===== src/rtl/core/gltt_pkg.sv =====
package gltt_pkg;

    localparam int IN_BITS    = 24;
    localparam int FRAC_BITS  = 8;
    localparam int TILE_BITS  = 16;
    localparam int MAX_TILES  = 64;
    localparam int OUT_TILE_W = 16;

    localparam int CNT_W    = $clog2(MAX_TILES + 1);
    localparam int FRAC_W   = FRAC_BITS + 1;
    localparam int DIFF_W   = IN_BITS + 1;
    localparam int TC_W     = IN_BITS - FRAC_BITS;
    localparam int TD_W     = TC_W + 1;
    localparam int LEN_W    = TD_W + 1;
    localparam int PROD_W   = FRAC_W + DIFF_W;
    localparam int INCR_W   = DIFF_W + FRAC_BITS;
    localparam int DIST_W   = PROD_W + $clog2(MAX_TILES);
    localparam int S_DATA_W = ((4 * IN_BITS + 7) / 8) * 8;
    localparam int M_DATA_W = ((2 * OUT_TILE_W + 7) / 8) * 8;

    typedef enum logic [1:0] {
        ST_IDLE,
        ST_PREP,
        ST_WALK
    } ctrl_state_t;

    typedef enum logic [1:0] {
        LM_ROW,
        LM_COL,
        LM_GEN
    } line_mode_t;

    typedef struct packed {
        logic load;
        logic prep;
        logic step;
    } dp_cmd_t;

    typedef struct packed {
        logic final_tile;
    } dp_stat_t;

endpackage


===== src/rtl/core/grid_line_tile_traversal.sv =====
// the line word is registered on acceptance, the PREP state forms the distance products,
// and each WALK step loads one tile into the output register, one tile per cycle while the
// output is not stalled; a line is cut at 64 tiles
// the next line word is taken as soon as the last tile is loaded into the output register
// reset: synchronous active-low aresetn clears the controller and output valid
module grid_line_tile_traversal (
    input  logic                          aclk,
    input  logic                          aresetn,
    input  logic                          s_tvalid,
    output logic                          s_tready,
    // start_x, start_y, end_x, end_y
    input  logic [gltt_pkg::S_DATA_W-1:0] s_tdata,
    output logic                          m_tvalid,
    input  logic                          m_tready,
    // tile_x, tile_y
    output logic [gltt_pkg::M_DATA_W-1:0] m_tdata,
    output logic                          m_tlast,
    // truncated
    output logic [0:0]                    m_tuser
);

    gltt_pkg::dp_cmd_t  cmd;
    gltt_pkg::dp_stat_t stat;

    gltt_ctrl u_ctrl (
        .aclk     (aclk),
        .aresetn  (aresetn),
        .s_tvalid (s_tvalid),
        .s_tready (s_tready),
        .m_tvalid (m_tvalid),
        .m_tready (m_tready),
        .cmd      (cmd),
        .stat     (stat)
    );

    gltt_dpath u_dpath (
        .aclk    (aclk),
        .aresetn (aresetn),
        .cmd     (cmd),
        .stat    (stat),
        .s_tdata (s_tdata),
        .m_tdata (m_tdata),
        .m_tlast (m_tlast),
        .m_tuser (m_tuser)
    );

endmodule


===== src/rtl/core/gltt_ctrl.sv =====
module gltt_ctrl (
    input  logic               aclk,
    input  logic               aresetn,
    input  logic               s_tvalid,
    output logic               s_tready,
    output logic               m_tvalid,
    input  logic               m_tready,
    output gltt_pkg::dp_cmd_t  cmd,
    input  gltt_pkg::dp_stat_t stat
);

    gltt_pkg::ctrl_state_t state_reg, state_next;
    logic m_valid_reg, m_valid_next;

    always_ff @(posedge aclk) begin
        if (!aresetn) begin
            state_reg   <= gltt_pkg::ST_IDLE;
            m_valid_reg <= 1'b0;
        end else begin
            state_reg   <= state_next;
            m_valid_reg <= m_valid_next;
        end
    end

    always_comb begin
        state_next = state_reg;
        cmd        = '0;
        s_tready   = 1'b0;
        case (state_reg)
            gltt_pkg::ST_IDLE: begin
                s_tready = 1'b1;
                if (s_tvalid) begin
                    cmd.load   = 1'b1;
                    state_next = gltt_pkg::ST_PREP;
                end
            end
            gltt_pkg::ST_PREP: begin
                cmd.prep   = 1'b1;
                state_next = gltt_pkg::ST_WALK;
            end
            gltt_pkg::ST_WALK: begin
                if (!m_valid_reg || m_tready) begin
                    cmd.step = 1'b1;
                    if (stat.final_tile) begin
                        state_next = gltt_pkg::ST_IDLE;
                    end
                end
            end
            default: begin
                state_next = gltt_pkg::ST_IDLE;
            end
        endcase
    end

    always_comb begin
        if (cmd.step) begin
            m_valid_next = 1'b1;
        end else if (m_tready) begin
            m_valid_next = 1'b0;
        end else begin
            m_valid_next = m_valid_reg;
        end
    end

    assign m_tvalid = m_valid_reg;

endmodule


===== src/rtl/core/gltt_dpath.sv =====
module gltt_dpath (
    input  logic                            aclk,
    input  logic                            aresetn,
    input  gltt_pkg::dp_cmd_t               cmd,
    output gltt_pkg::dp_stat_t              stat,
    input  logic [gltt_pkg::S_DATA_W-1:0]   s_tdata,
    output logic [gltt_pkg::M_DATA_W-1:0]   m_tdata,
    output logic                            m_tlast,
    output logic [0:0]                      m_tuser
);

    localparam logic [gltt_pkg::FRAC_W-1:0] ONE_FX =
        gltt_pkg::FRAC_W'(1 << gltt_pkg::FRAC_BITS);
    localparam logic [gltt_pkg::FRAC_W-1:0] FRAC_MASK =
        gltt_pkg::FRAC_W'((1 << gltt_pkg::FRAC_BITS) - 1);

    // input unpack
    logic signed [gltt_pkg::IN_BITS-1:0] sx, sy, ex, ey;
    logic signed [gltt_pkg::TC_W-1:0]    tsx, tsy, tex, tey;
    logic [gltt_pkg::FRAC_W-1:0]         fsx, fsy, fx_c, fy_c;
    logic signed [gltt_pkg::DIFF_W-1:0]  dx, dy;
    logic [gltt_pkg::DIFF_W-1:0]         adx_c, ady_c;
    logic signed [gltt_pkg::TD_W-1:0]    tdx, tdy;
    logic [gltt_pkg::TD_W-1:0]           atdx, atdy;
    logic [gltt_pkg::LEN_W-1:0]          span;
    logic                                trunc_c;
    gltt_pkg::line_mode_t                mode_c;

    assign sx = s_tdata[gltt_pkg::IN_BITS-1:0];
    assign sy = s_tdata[2*gltt_pkg::IN_BITS-1:gltt_pkg::IN_BITS];
    assign ex = s_tdata[3*gltt_pkg::IN_BITS-1:2*gltt_pkg::IN_BITS];
    assign ey = s_tdata[4*gltt_pkg::IN_BITS-1:3*gltt_pkg::IN_BITS];

    assign tsx = gltt_pkg::TC_W'(sx >>> gltt_pkg::FRAC_BITS);
    assign tsy = gltt_pkg::TC_W'(sy >>> gltt_pkg::FRAC_BITS);
    assign tex = gltt_pkg::TC_W'(ex >>> gltt_pkg::FRAC_BITS);
    assign tey = gltt_pkg::TC_W'(ey >>> gltt_pkg::FRAC_BITS);

    assign fsx = gltt_pkg::FRAC_W'($unsigned(sx)) & FRAC_MASK;
    assign fsy = gltt_pkg::FRAC_W'($unsigned(sy)) & FRAC_MASK;

    assign dx = gltt_pkg::DIFF_W'(ex) - gltt_pkg::DIFF_W'(sx);
    assign dy = gltt_pkg::DIFF_W'(ey) - gltt_pkg::DIFF_W'(sy);
    assign adx_c = dx[gltt_pkg::DIFF_W-1] ? $unsigned(-dx) : $unsigned(dx);
    assign ady_c = dy[gltt_pkg::DIFF_W-1] ? $unsigned(-dy) : $unsigned(dy);
    assign fx_c = dx[gltt_pkg::DIFF_W-1] ? fsx : ONE_FX - fsx;
    assign fy_c = dy[gltt_pkg::DIFF_W-1] ? fsy : ONE_FX - fsy;

    assign tdx  = gltt_pkg::TD_W'(tex) - gltt_pkg::TD_W'(tsx);
    assign tdy  = gltt_pkg::TD_W'(tey) - gltt_pkg::TD_W'(tsy);
    assign atdx = tdx[gltt_pkg::TD_W-1] ? $unsigned(-tdx) : $unsigned(tdx);
    assign atdy = tdy[gltt_pkg::TD_W-1] ? $unsigned(-tdy) : $unsigned(tdy);
    assign span = gltt_pkg::LEN_W'(atdx) + gltt_pkg::LEN_W'(atdy);
    assign trunc_c = span >= gltt_pkg::LEN_W'(gltt_pkg::MAX_TILES);

    always_comb begin
        if (tsy == tey) begin
            mode_c = gltt_pkg::LM_ROW;
        end else if (tsx == tex) begin
            mode_c = gltt_pkg::LM_COL;
        end else begin
            mode_c = gltt_pkg::LM_GEN;
        end
    end

    // line state
    logic                              neg_x_reg, neg_y_reg, trunc_reg;
    logic [gltt_pkg::DIFF_W-1:0]       adx_reg, ady_reg;
    logic [gltt_pkg::FRAC_W-1:0]       fx_reg, fy_reg;
    gltt_pkg::line_mode_t              mode_reg;
    logic [gltt_pkg::CNT_W-1:0]        left_reg;
    logic [gltt_pkg::TILE_BITS-1:0]    tile_x_reg, tile_y_reg;
    logic [gltt_pkg::DIST_W-1:0]       dist_x_reg, dist_y_reg;
    logic [gltt_pkg::INCR_W-1:0]       incr_x_reg, incr_y_reg;
    logic [gltt_pkg::OUT_TILE_W-1:0]   out_x_reg, out_y_reg;
    logic                              out_last_reg, out_trunc_reg;

    logic [gltt_pkg::PROD_W-1:0]       prod_x, prod_y;
    logic                              move_x;

    assign prod_x = gltt_pkg::PROD_W'(fx_reg) * gltt_pkg::PROD_W'(ady_reg);
    assign prod_y = gltt_pkg::PROD_W'(fy_reg) * gltt_pkg::PROD_W'(adx_reg);

    assign move_x = (mode_reg == gltt_pkg::LM_ROW) ||
                    ((mode_reg == gltt_pkg::LM_GEN) && (dist_x_reg < dist_y_reg));

    assign stat.final_tile = left_reg == gltt_pkg::CNT_W'(1);

    always_ff @(posedge aclk) begin
        if (!aresetn) begin
            left_reg <= '0;
        end else if (cmd.load) begin
            left_reg <= trunc_c ? gltt_pkg::CNT_W'(gltt_pkg::MAX_TILES)
                                : gltt_pkg::CNT_W'(span + gltt_pkg::LEN_W'(1));
        end else if (cmd.step) begin
            left_reg <= left_reg - gltt_pkg::CNT_W'(1);
        end
    end

    always_ff @(posedge aclk) begin
        if (cmd.load) begin
            neg_x_reg  <= dx[gltt_pkg::DIFF_W-1];
            neg_y_reg  <= dy[gltt_pkg::DIFF_W-1];
            trunc_reg  <= trunc_c;
            adx_reg    <= adx_c;
            ady_reg    <= ady_c;
            fx_reg     <= fx_c;
            fy_reg     <= fy_c;
            mode_reg   <= mode_c;
            tile_x_reg <= gltt_pkg::TILE_BITS'(tsx);
            tile_y_reg <= gltt_pkg::TILE_BITS'(tsy);
        end
        if (cmd.prep) begin
            dist_x_reg <= gltt_pkg::DIST_W'(prod_x);
            dist_y_reg <= gltt_pkg::DIST_W'(prod_y);
            incr_x_reg <= gltt_pkg::INCR_W'(ady_reg) << gltt_pkg::FRAC_BITS;
            incr_y_reg <= gltt_pkg::INCR_W'(adx_reg) << gltt_pkg::FRAC_BITS;
        end
        if (cmd.step) begin
            out_x_reg     <= gltt_pkg::OUT_TILE_W'($signed(tile_x_reg));
            out_y_reg     <= gltt_pkg::OUT_TILE_W'($signed(tile_y_reg));
            out_last_reg  <= stat.final_tile;
            out_trunc_reg <= trunc_reg;
            if (move_x) begin
                tile_x_reg <= neg_x_reg ? tile_x_reg - gltt_pkg::TILE_BITS'(1)
                                        : tile_x_reg + gltt_pkg::TILE_BITS'(1);
                if (mode_reg == gltt_pkg::LM_GEN) begin
                    dist_x_reg <= dist_x_reg + gltt_pkg::DIST_W'(incr_x_reg);
                end
            end else begin
                tile_y_reg <= neg_y_reg ? tile_y_reg - gltt_pkg::TILE_BITS'(1)
                                        : tile_y_reg + gltt_pkg::TILE_BITS'(1);
                if (mode_reg == gltt_pkg::LM_GEN) begin
                    dist_y_reg <= dist_y_reg + gltt_pkg::DIST_W'(incr_y_reg);
                end
            end
        end
    end

    assign m_tdata = gltt_pkg::M_DATA_W'({out_y_reg, out_x_reg});
    assign m_tlast = out_last_reg;
    assign m_tuser = out_trunc_reg;

endmodule

===== config.mk =====
export PLATFORM = sky130hd
export DESIGN_NAME = grid_line_tile_traversal
export DESIGN_NICKNAME = d
export VERILOG_FILES = /design/src/rtl/core/gltt_pkg.sv /design/src/rtl/core/grid_line_tile_traversal.sv /design/src/rtl/core/gltt_ctrl.sv /design/src/rtl/core/gltt_dpath.sv
export SDC_FILE = /design/constraint.sdc
export NUM_CORES = 2
export LEC_CHECK = 0
export ABC_CLOCK_PERIOD_IN_PS = 21400
export BUFFER_PORTS_ARGS = -buffer_cell sky130_fd_sc_hd__buf_2
export CORE_ASPECT_RATIO = 1.1
export CORE_MARGIN = 2
export CORE_UTILIZATION = 45
export CTS_CLUSTER_DIAMETER = 120
export DETAILED_ROUTE_END_ITERATION = 16
export HOLD_SLACK_MARGIN = 0.15
export SETUP_SLACK_MARGIN = 0.05
export SKIP_LAST_GASP = 1
export SYNTH_ARGS = -nofsm -noshare
export SYNTH_HDL_FRONTEND = slang
export SYNTH_HIERARCHICAL = 1
export SYNTH_SLANG_ARGS = --single-unit

===== constraint.sdc =====
create_clock -name aclk -period 21.4 [get_ports aclk]
set_input_delay 6.42 -clock aclk [delete_from_list [all_inputs] [get_ports aclk]]
set_output_delay 6.42 -clock aclk [all_outputs]
set_load 0.05 [all_outputs]

* Word-level counts from Yosys, hierarchy flattened
Index checks and enable logic that the tools add are counted.
Storage, ports and cells: bits in registers 279, output and inout port bits 36, word-level logic and storage cells 104
Cells by class: $add $sub $neg 19, multipliers 2, $lt $le $gt $ge 2, equality and inequality tests 9, mux-type cells 38, reduce and logical (&&, ||, !) cells 9
Operators by type and width (count):
- 40-bit 2-to-1 mux | 8
- 16-bit 2-to-1 mux | 8
- 40-bit by 33-bit adder with 40-bit output | 2
- 9-bit by 25-bit multiplier with 34-bit output | 2
- 25-bit negation | 2
- 24-bit by 24-bit subtractor with 25-bit output | 2
- 24-bit 2-to-1 mux | 2
- 40-bit less-than comparator | 1
- 17-bit 2-to-1 mux | 2
- 17-bit negation | 2
- 16-bit by 16-bit subtractor with 17-bit output | 2
- 16-bit by 1-bit adder with 16-bit output (second input constant) | 2
- 16-bit equality test | 2
- 16-bit by 1-bit subtractor with 16-bit output (second input constant) | 2
- 7-bit 2-to-1 mux | 3
- 17-bit by 17-bit adder with 18-bit output | 1
- 18-bit by 7-bit greater-or-equal comparator with 1-bit output (second input constant) | 1
- 9-bit by 8-bit subtractor with 9-bit output (first input constant) | 2
- 8-bit 2-to-1 mux | 2
- 1-bit 2-to-1 mux | 8
- 2-bit 2-to-1 mux | 4
- 7-bit by 1-bit adder with 7-bit output (second input constant) | 1
- 7-bit by 1-bit equality test with 1-bit output (second input constant) | 1
- 7-bit by 1-bit subtractor with 7-bit output (second input constant) | 1
- other kinds (11) | 16

* Depth between registers and ports, before layout
depth after elaboration 7, mapped depth 25, depth with buffers taken out 23

* Cells and area by module
Netlist, hierarchy kept.
By module, submodules not included:
- gltt_dpath | times used 1, cells each 3898, area each 34329.2 µm², sequential area each 7257.0 µm²
- gltt_ctrl | times used 1, cells each 16, area each 146.4 µm², sequential area each 60.1 µm²

* Worst setup path after synthesis
OpenSTA, ideal clock, no wires.
path type input-to-reg, start point in s_tvalid, end point reg u_dpath/tile_x_reg[12] in the netlist's numbering, setup time 0.142 ns, data arrival time 12.973 ns, required time 21.258 ns, setup slack 8.285 ns, stages on the path 5, buffers on the path 2, cells stage by stage nor3b_1 clkbuf_1 clkbuf_1 mux2i_1 a21oi_1
On the way: cells in the longest elaborated chain, start to end 5
RTL lines:
- from (decl) | line grid_line_tile_traversal.sv:9 | input logic s_tvalid,
- 1-bit 2-to-1 mux * | line gltt_ctrl.sv:32 | if (s_tvalid) begin
- 1-bit 2-to-1 mux * | line gltt_ctrl.sv:29 | case (state_reg)
- 16-bit 2-to-1 mux * | line gltt_dpath.sv:101 | if (cmd.load) begin
- 16-bit 2-to-1 mux | line gltt_dpath.sv:124 | if (move_x) begin
- 16-bit 2-to-1 mux * | line gltt_dpath.sv:119 | if (cmd.step) begin
- to (signal assigned) | line gltt_dpath.sv:110 | tile_x_reg <= gltt_pkg::TILE_BITS'(tsx);
- to (signal assigned) | line gltt_dpath.sv:125 | tile_x_reg <= neg_x_reg ? tile_x_reg - gltt_pkg::TILE_BITS'(1)
- to (decl) | line gltt_dpath.sv:72 | logic [gltt_pkg::TILE_BITS-1:0] tile_x_reg, tile_y_reg;
Every way passes the cells marked *; elsewhere a longest branch is shown, timed or not. A chain may end at the register's enable or synchronous reset.

* Worst setup path in the final report
start point in s_tdata[56] in the netlist's numbering, end point reg u_dpath.trunc_reg, data pin
On the way: cells in the longest elaborated chain, start to end 5
RTL lines:
- from (decl) | line grid_line_tile_traversal.sv:12 | input logic [gltt_pkg::S_DATA_W-1:0] s_tdata,
- 16-bit by 16-bit subtractor with 17-bit output * | line gltt_dpath.sv:49 | assign tdx = gltt_pkg::TD_W'(tex) - gltt_pkg::TD_W'(tsx);
- 17-bit negation | line gltt_dpath.sv:51 | assign atdx = tdx[gltt_pkg::TD_W-1] ? $unsigned(-tdx) : $unsigned(tdx);
- 17-bit 2-to-1 mux * | line gltt_dpath.sv:51
- 17-bit by 17-bit adder with 18-bit output * | line gltt_dpath.sv:53 | assign span = gltt_pkg::LEN_W'(atdx) + gltt_pkg::LEN_W'(atdy);
- 18-bit by 7-bit greater-or-equal comparator with 1-bit output * | line gltt_dpath.sv:54 | assign trunc_c = span >= gltt_pkg::LEN_W'(gltt_pkg::MAX_TILES);
- net u_dpath.trunc_c | line gltt_dpath.sv:26 | logic trunc_c;
- to (signal assigned) | line gltt_dpath.sv:104 | trunc_reg <= trunc_c;
- to (decl) | line gltt_dpath.sv:67 | logic neg_x_reg, neg_y_reg, trunc_reg;
Mark *: on every way through the listed nets, which the timed path passes. The rest lies on a longest branch.

==> metrics.txt <==
outcome=completed; clock root buffer master=clkbuf_16; Crit path arrival time=12300 ps; die area=0.0788 sq mm; GRT Util Overall=24.5%; fin crit share=56.1%; vias per cell=5.61; crit-path max FO=8; Worst-Skew Late Latency=560 ps; IO Count=136; Mapped Nets=4648; crit end category=register; Clock Sinks=279; TritonRoute pass-1 iters=6; IO buf count=135; Synth Warn #=6; H-tree depth=2; Mean Syn Cell Area=8.81 sq um; Mapped Area=0.0345 sq mm; first-pass GRT wire length=153000 microns; DRT antenna net count=0; sequential area share after synthesis=21.2%; global route overflow=0; Initial Utilization=45.4%; maxcap violations=0; die extent in x=268 microns; post-synth top area share=19.3%; Tmin final=11990 ps; WP data required=21700 ps; number of global-route vias before repair=28.3k; post-CTS sizing=0; Final Core Density=48.9%; Top FF cell, synth=edfxtp_1; Die Span Y=294 microns; Clock transition at path regs=60 ps; Post-Route WL=95200 microns; core footprint=0.0760 sq mm; Core Rows=106; Crit Path Class=in -> reg; setup TNS=0 ps; count leader, synth=nand2_1; initial antenna violation count=3; Slew Limit Fails=0; cts bufs inserted=34; Worst Clk Skew=22.3 ps; Critical Path Source Type=primary input; synth unique cells=94; Tightest Hold Check Type=reg -> reg; Avg WL per Cell=19.1 microns; Remaining DRCs=0; Synth area leaders=fa_1 (19%), edfxtp_1 (15%), ha_1 (11%); gpl congestion=0.917; Iteration-0 DRC Markers=1616; #FFs+latches synth=279; Syn Inst Count=3914; HPWL Detailed=74100 microns; largest net degree at the start of global routing=69; deepest clock path buffer count=3; synthesis-to-layout area growth=7.86%; Post-synth EDFFs=173; postcts setup bufs=0; # hold bufs at CTS=0; layout cells sized above 1=7.15%; commonest cells in the netlist=nand2_1 (482), inv_1 (431), fa_1 (333); RSZ-0062 raised after global routing=false; final setup fails=0; Worst Tran Pin Value=1180 ps; Max Freq=83.4 MHz; Via Count=28.0k; Final nets=4668; final hold vios=0; TritonCTS clock tree=done; cell taking the most area after synthesis=fa_1; FFs w/ async S/R, synth=0%; slew margin rel.=21.5%
==> cells by family (layout without fill, tap and decap cells) <==
group,after synthesis,in the layout,share of synthesized area (%)
and+or+nand+nor,1211,1211,16.9
adders and majority gates,634,634,30.3
AOI/OAI and AO/OA,845,845,16.2
DFF,279,279,21.2
xor gates and xnor gates,264,264,6.71
other,0,1,0
muxes,65,65,1.93
buffers and inverters,616,662,6.76
==> worst max-delay path, stage by stage <==
cell and delay (ps):
buf_2 110, inv_1 50, ha_1 150, inv_2 50
fa_1 430, a21o_1 200, a21oi_1 230, xor2_1 310
nand3_1 140, or3_1 410, or4_4 550, o41ai_2 370
xnor2_1 110, ha_1 440, a21o_1 170, a21o_1 160
nor3_1 70, a2111oi_0 470, nand3_1 140, a211oi_1 190
nand4_1 90, or4_1 680, or2_2 340
==> cell usage in the layout, fill, tap and decap left out, drive strengths merged, types with 29 or more instances in the layout <==
| cell type | instances |
|---|---|
| nand2 | 482 |
| inv | 432 |
| fa | 333 |
| ha | 301 |
| a21oi | 214 |
| nor2 | 196 |
| xnor2 | 181 |
| o21ai | 181 |
| and2 | 178 |
| edfxtp | 173 |
| buf | 167 |
| dfxtp | 106 |
| a21o | 96 |
| xor2 | 83 |
| nor3 | 68 |
| nand3 | 66 |
| mux2i | 54 |
| a211oi | 45 |
| clkbuf | 42 |
| a31oi | 33 |
| o21bai | 32 |
| nand4 | 30 |
| o21a | 29 |
| or3 | 29 |
==> per-stage QoR <==
step	setup WS [ps]	hold slack [ps]	std cells	cell area, sq um
finish	9410	443	4987	37200
global route	8980	469	4986	37200
floorplan	8290	400	3914	34500
CTS	9510	441	4986	37200
global placement	8940	429	4924	36000
detailed placement	8930	427	4924	36000
==> cell type report <==
cell class,instances,area (sq um)
fillers,7355,38800
multi-input cells,3019,24900
flip-flops and latches,279,7320
inverters,433,1630
well taps,1026,1280
clock buffers,42,975
repair buffers,167,916
clock inverters,20,205
diodes,1,2.50
==> final timing paths <==
path	from	end	slack (ps)	depth (start not counted)
max	s_tdata[56]	u_dpath/trunc_reg$_DFFE_PP_	9410	23
min	u_dpath/dist_y_reg[36]$_DFF_P_	u_dpath/dist_y_reg[36]$_DFF_P_	440	1
max reg2reg	u_dpath/fx_reg[1]$_DFFE_PP_	u_dpath/dist_x_reg[28]$_DFF_P_	15060	17
min reg2reg	u_dpath/dist_y_reg[36]$_DFF_P_	u_dpath/dist_y_reg[36]$_DFF_P_	440	1
==> per-layer routing <==
| layer | vias up | track usage [%] | wire [microns] |
|---|---|---|---|
| li1 | 13435 | - | - |
| met1 | 13735 | 32.2 | 41000 |
| met2 | 664 | 42.9 | 47400 |
| met3 | 137 | 2.34 | 4280 |
| met4 | 2 | 6.54 | 2570 |
| met5 | - | 0 | 13 |
Power is not shown: default switching activity piles up to over one toggle a cycle in this logic, so the estimate is an artifact.
